### config.mk
export PLATFORM = sky130hd
export DESIGN_NAME = psd_sqrt
export DESIGN_NICKNAME = d
export VERILOG_FILES = /design/src/design/psd_pkg.sv /design/src/design/psd_sqrt.sv
export SDC_FILE = /design/constraint.sdc
export NUM_CORES = 2
export LEC_CHECK = 0
export BUFFER_PORTS_ARGS = -buffer_cell sky130_fd_sc_hd__buf_2
export CORE_UTILIZATION = 44
export CTS_BUF_LIST = sky130_fd_sc_hd__clkbuf_4
export DETAILED_ROUTE_END_ITERATION = 16
export PLACE_DENSITY_LB_ADDON = 0.2
export SETUP_SLACK_MARGIN = 0.4
export SKIP_CTS_REPAIR_TIMING = 1
export SLEW_MARGIN = 20
export SYNTH_ARGS = -nofsm -noshare
export SYNTH_HDL_FRONTEND = slang
export SYNTH_SLANG_ARGS = --single-unit
### constraint.sdc
create_clock -name clk -period 4 [get_ports clk]
set_input_delay 0.2 -clock clk [delete_from_list [all_inputs] [get_ports clk]]
set_output_delay 0.2 -clock clk [all_outputs]
set_load 0.01 [all_outputs]
### src/design/psd_pkg.sv
package psd_pkg;

	// default configuration
	localparam int COORD_WIDTH_DEF = 16;
	localparam int FRAC_BITS_DEF   = 8;

	// which part of the segment the answer refers to
	typedef enum logic [1:0] {
		REG_INTERIOR = 2'd0,
		REG_START    = 2'd1,
		REG_END      = 2'd2,
		REG_ZERO     = 2'd3
	} region_t;

	// control that travels alongside the data of one item
	typedef struct packed {
		logic    valid;
		region_t region;
	} tag_t;

endpackage

### src/design/psd_sqrt.sv
module psd_sqrt import psd_pkg::*; #(
	parameter int DW = 25
) (
	input  logic            clk,
	input  logic            arst_n,
	input  logic            en,
	input  tag_t            tag_in,
	input  logic [2*DW-1:0] radicand,
	output tag_t            tag_out,
	output logic [DW-1:0]   root
);

	localparam int QW = 2 * DW;

	logic [DW:0]   rem_s  [DW+1];
	logic [DW-1:0] root_s [DW+1];
	logic [QW-1:0] x_s    [DW+1];
	logic          vld_s  [DW+1];
	region_t       reg_s  [DW+1];

	assign rem_s[0]  = '0;
	assign root_s[0] = '0;
	assign x_s[0]    = radicand;
	assign vld_s[0]  = tag_in.valid;
	assign reg_s[0]  = tag_in.region;

	// one root bit per stage, two radicand bits brought down each time
	for (genvar k = 0; k < DW; k++) begin : g_stage
		logic [DW+2:0] trial;
		logic [DW+2:0] test;
		logic          ge;
		assign trial = {rem_s[k], x_s[k][QW-1:QW-2]};
		assign test  = {1'b0, root_s[k], 2'b01};
		assign ge    = trial >= test;

		always_ff @(posedge clk or negedge arst_n) begin
			if (!arst_n) begin
				vld_s[k+1] <= 1'b0;
			end else if (en) begin
				vld_s[k+1] <= vld_s[k];
			end
		end

		always_ff @(posedge clk) begin
			if (en) begin
				reg_s[k+1]  <= reg_s[k];
				rem_s[k+1]  <= ge ? (DW+1)'(trial - test) : (DW+1)'(trial);
				root_s[k+1] <= {root_s[k][DW-2:0], ge};
				x_s[k+1]    <= {x_s[k][QW-3:0], 2'b00};
			end
		end
	end

	assign tag_out = '{valid: vld_s[DW], region: reg_s[DW]};
	assign root    = root_s[DW];

endmodule

==> impl_metrics.ini <==
[synth]
synth_area_leaders = edfxtp_1 65%, ha_1 6.1%, xnor2_1 3.0%
synth-seq-cells = 1589
synthMuxAreaShare_pct = 1.365
yosysSeqAreaShare_pct = 66.23
yosys.area_share.simple_pct = 9.523
synth.most_common_cell = edfxtp_1
synth_edf_count = 1564
syn_nets = 5768
synth_common_cells = 1564 x edfxtp_1, 435 x inv_1, 354 x nand2_1
avgSynthCellArea_um2 = 13.41
synth_compound_area_share_pct = 8.325
synth_xor_area_share_pct = 5.680
synth_cell_type_count = 84
synth_top_family_by_area = simple AND/OR/NAND/NOR gates
synth_top_area_share_pct = 65.36
synth_top_cell_by_area = edfxtp_1
synth_ff_type = edfxtp_1
syn_inst = 5360
synthAdderAreaFrac_pct = 6.129
syn_area_mm2 = 0.07186
synthArstFlopShare_pct = 1.573
yosysWarnings = 0

[clock_network]
cts_tree = yes
cts_buffers = 428
cts.path.max_buffers = 4
clk_pin_slew_worst_paths_ns = 0.06
clkLatencyLatePin_ns = 1.36
cts_root_buffer = clkbuf_4
h-tree-depth = 5
numClockSinks = 1589

[setup_path]
cp.arrival_ns = 4.48
critPathTopFamily = simple AND/OR/NAND/NOR gates
crit_path_max_incr_delay_ns = 0.59
crit_fanout = 15
path_buf_inv = 1
slowest_stage = or4_4
critical_path.cell_chain = or3_4 -> nor3_2 -> nand2b_1 -> or3_4 -> or4_1 -> or4_4 -> nor2b_4 -> inv_2 -> nand4_1 -> xnor2_1
worstSetupEndpointType = flop
crit_required_ns = 5.03
cp_common_cell = or3_4
crit_path_start_kind = flop
path_class = reg -> reg

[global_route]
grt_max_degree = 166
grt.total_usage_pct = 16.72
antenna_found_initial = 2
grt_pass1_wl_um = 219100
grt-ovfl-total = 0
grt_pass1_vias = 42980

[route]
drt_first_pass_iters = 6
wl_per_cell_um = 16.46
drcViolationCount = 0
totalWireLength_um = 139000
drtIter0Drc = 2444
wl_met3_um = 6090
wl_met2_um = 68480
detail-route-antenna-nets = 0
num_vias = 43140
routed.top_layer = met4
viasPerCell = 5.107
wl_met1_um = 58740

[timing]
rsz0062_at_grt = true
skew_ns = 0.09268
period_needed_ns = 3.453
final_max_slew_viol_count = 0
hold_violations = 0
worstMarginPinSlew_ns = 0.9837
tns_ns = 0
min_period_over_period_pct = 86.32
max_freq_ghz = 0.2896
relSlewSlack_pct = 34.42
setup_viol = 0

[finish]
syn_to_final_growth_pct = 13.98
final_util_pct = 50.77
fill_cells = 14040
nets = 6408
final_layout_size_suffix_gt1_share_pct = 14.89
register_area_mm2 = 0.04759
multi_input_area_mm2 = 0.02238
layoutNonFillerInstCount = 8448

[die]
initial_core_util_pct = 44.55
die_w_um = 406.1
die_y_um = 406.1
core_mm2 = 0.1613
pin_count = 84
dieArea_mm2 = 0.1649
placementRows = 147

[placement]
port_buffers = 83
placed_cells = 7598
gp_congestion = 0.8653
place_hpwl_um = 95550

[run_status]
status = completed

[job]
maxCapViolations = 0

[power_and_ir_drop]
p_per_area_mw_per_mm2 = 530.4
ir_drop_mv = 0.3766
p_leak_nw = 32.02

[min_path]
hold_class = in -> reg
==> per-stage QoR <==
stage	cell area [um^2]	setup WS (ns)	hold slack (ns)	total power, mW
after floorplan	71860	0.7651	-0.09559	27.52
after global placement	75420	0.4337	0.2040	29.98
after detailed placement	75420	0.3941	0.2158	30.13
after CTS	80490	0.3929	-1.344	44.04
after global routing	81900	0.3491	-0.03199	46.04
final	81900	0.5473	0.1275	43.44
==> flip-flops by register name, indices dropped and copies added (netlist names) <==
signal,count
g_stage.test,300
g_stage.trial,637
x_s,552
root,25
tag_out,3
vld_s,24
reg_s,48
==> worst paths after layout <==
check | startpoint | end | slack (ns) | cells after the start
worst min-delay path | radicand[2] | x_s[1204] | 0.13 | 3
worst max register to register | g_stage[7].trial[12] | g_stage[8].trial[21] | 0.55 | 10
worst max-delay path | g_stage[7].trial[12] | g_stage[8].trial[21] | 0.55 | 10
min in group asynchronous | arst_n | vld_s[12] | 0.45 | 5
max in group asynchronous | arst_n | vld_s[17] | 3.36 | 5
worst min register to register | x_s[543] | x_s[495] | 0.36 | 0
==> layer usage <==
layer | vias up | GRT usage [%]
met5 | - | 0
met4 | 0 | 8.659
met3 | 362 | 3.784
met2 | 937 | 28.22
met1 | 20490 | 19.94
li1 | 21360 | -
==> layout make-up <==
type	instances	share of cell area [%]
clock inverters	109	0.6722
repair inverters	1	0.006111
repair buffers	284	3.031
diodes	7	0.02139
well taps	2160	3.300
multi-input cells	3258	27.33
clock buffers	602	5.518
flip-flops and latches	1589	58.11
inverters	438	2.017
==> worst min-delay path: stages <==
cell           delay, ns
dlygate4sd3_1       0.52
buf_2               0.09
dlygate4sd3_1       0.53
==> where the power goes <==
group / switching, mW / internal (mW)
Combinational: 4.29 / 3.43
Sequential: 1.30 / 20.9
Clock: 6.41 / 7.12
==> cells by family (layout without fill, tap and decap cells) <==
group | after synthesis | after routing
other | 1 | 8
buffers and inverters | 513 | 1434
multiplexers | 88 | 88
XOR/XNOR | 466 | 466
AND/OR/NAND/NOR | 1375 | 1375
AO/OA/AOI/OAI | 976 | 976
adder cells (fa/ha/maj) | 352 | 352
flip-flops | 1589 | 1589
==> cell usage in the layout (no fill, tap or decap), types with 25 or more instances in the layout <==
cell           synthesis  final
dlygate4sd3_1          0    124
o21ai_0              267    266
xor2_1               222    222
or3_1                 51     51
nand3_1               90     90
nor2_1               331    331
inv_1                435    434
and3_1                25     25
nand4_1               60     60
edfxtp_1            1564   1564
buf_4                  4     59
nand2_1              354    354
nor3_1               122    119
a21oi_1              301    301
a31oi_1               26     25
clkinv_1               2     76
ha_1                 352    352
xnor2_1              244    244
clkbuf_4               0    602
o31ai_1               35     35
a21o_1               122    122
nand2b_1              78     78
or2_2                 25     25
or4_1                 31     30
nor4_1                63     62
dfrtp_1               25     25
o21a_1                67     66
buf_2                  6     82
mux2_2                80     80
nor2b_1               53     53
No activity file was read; power rests on OpenSTA's default activity.
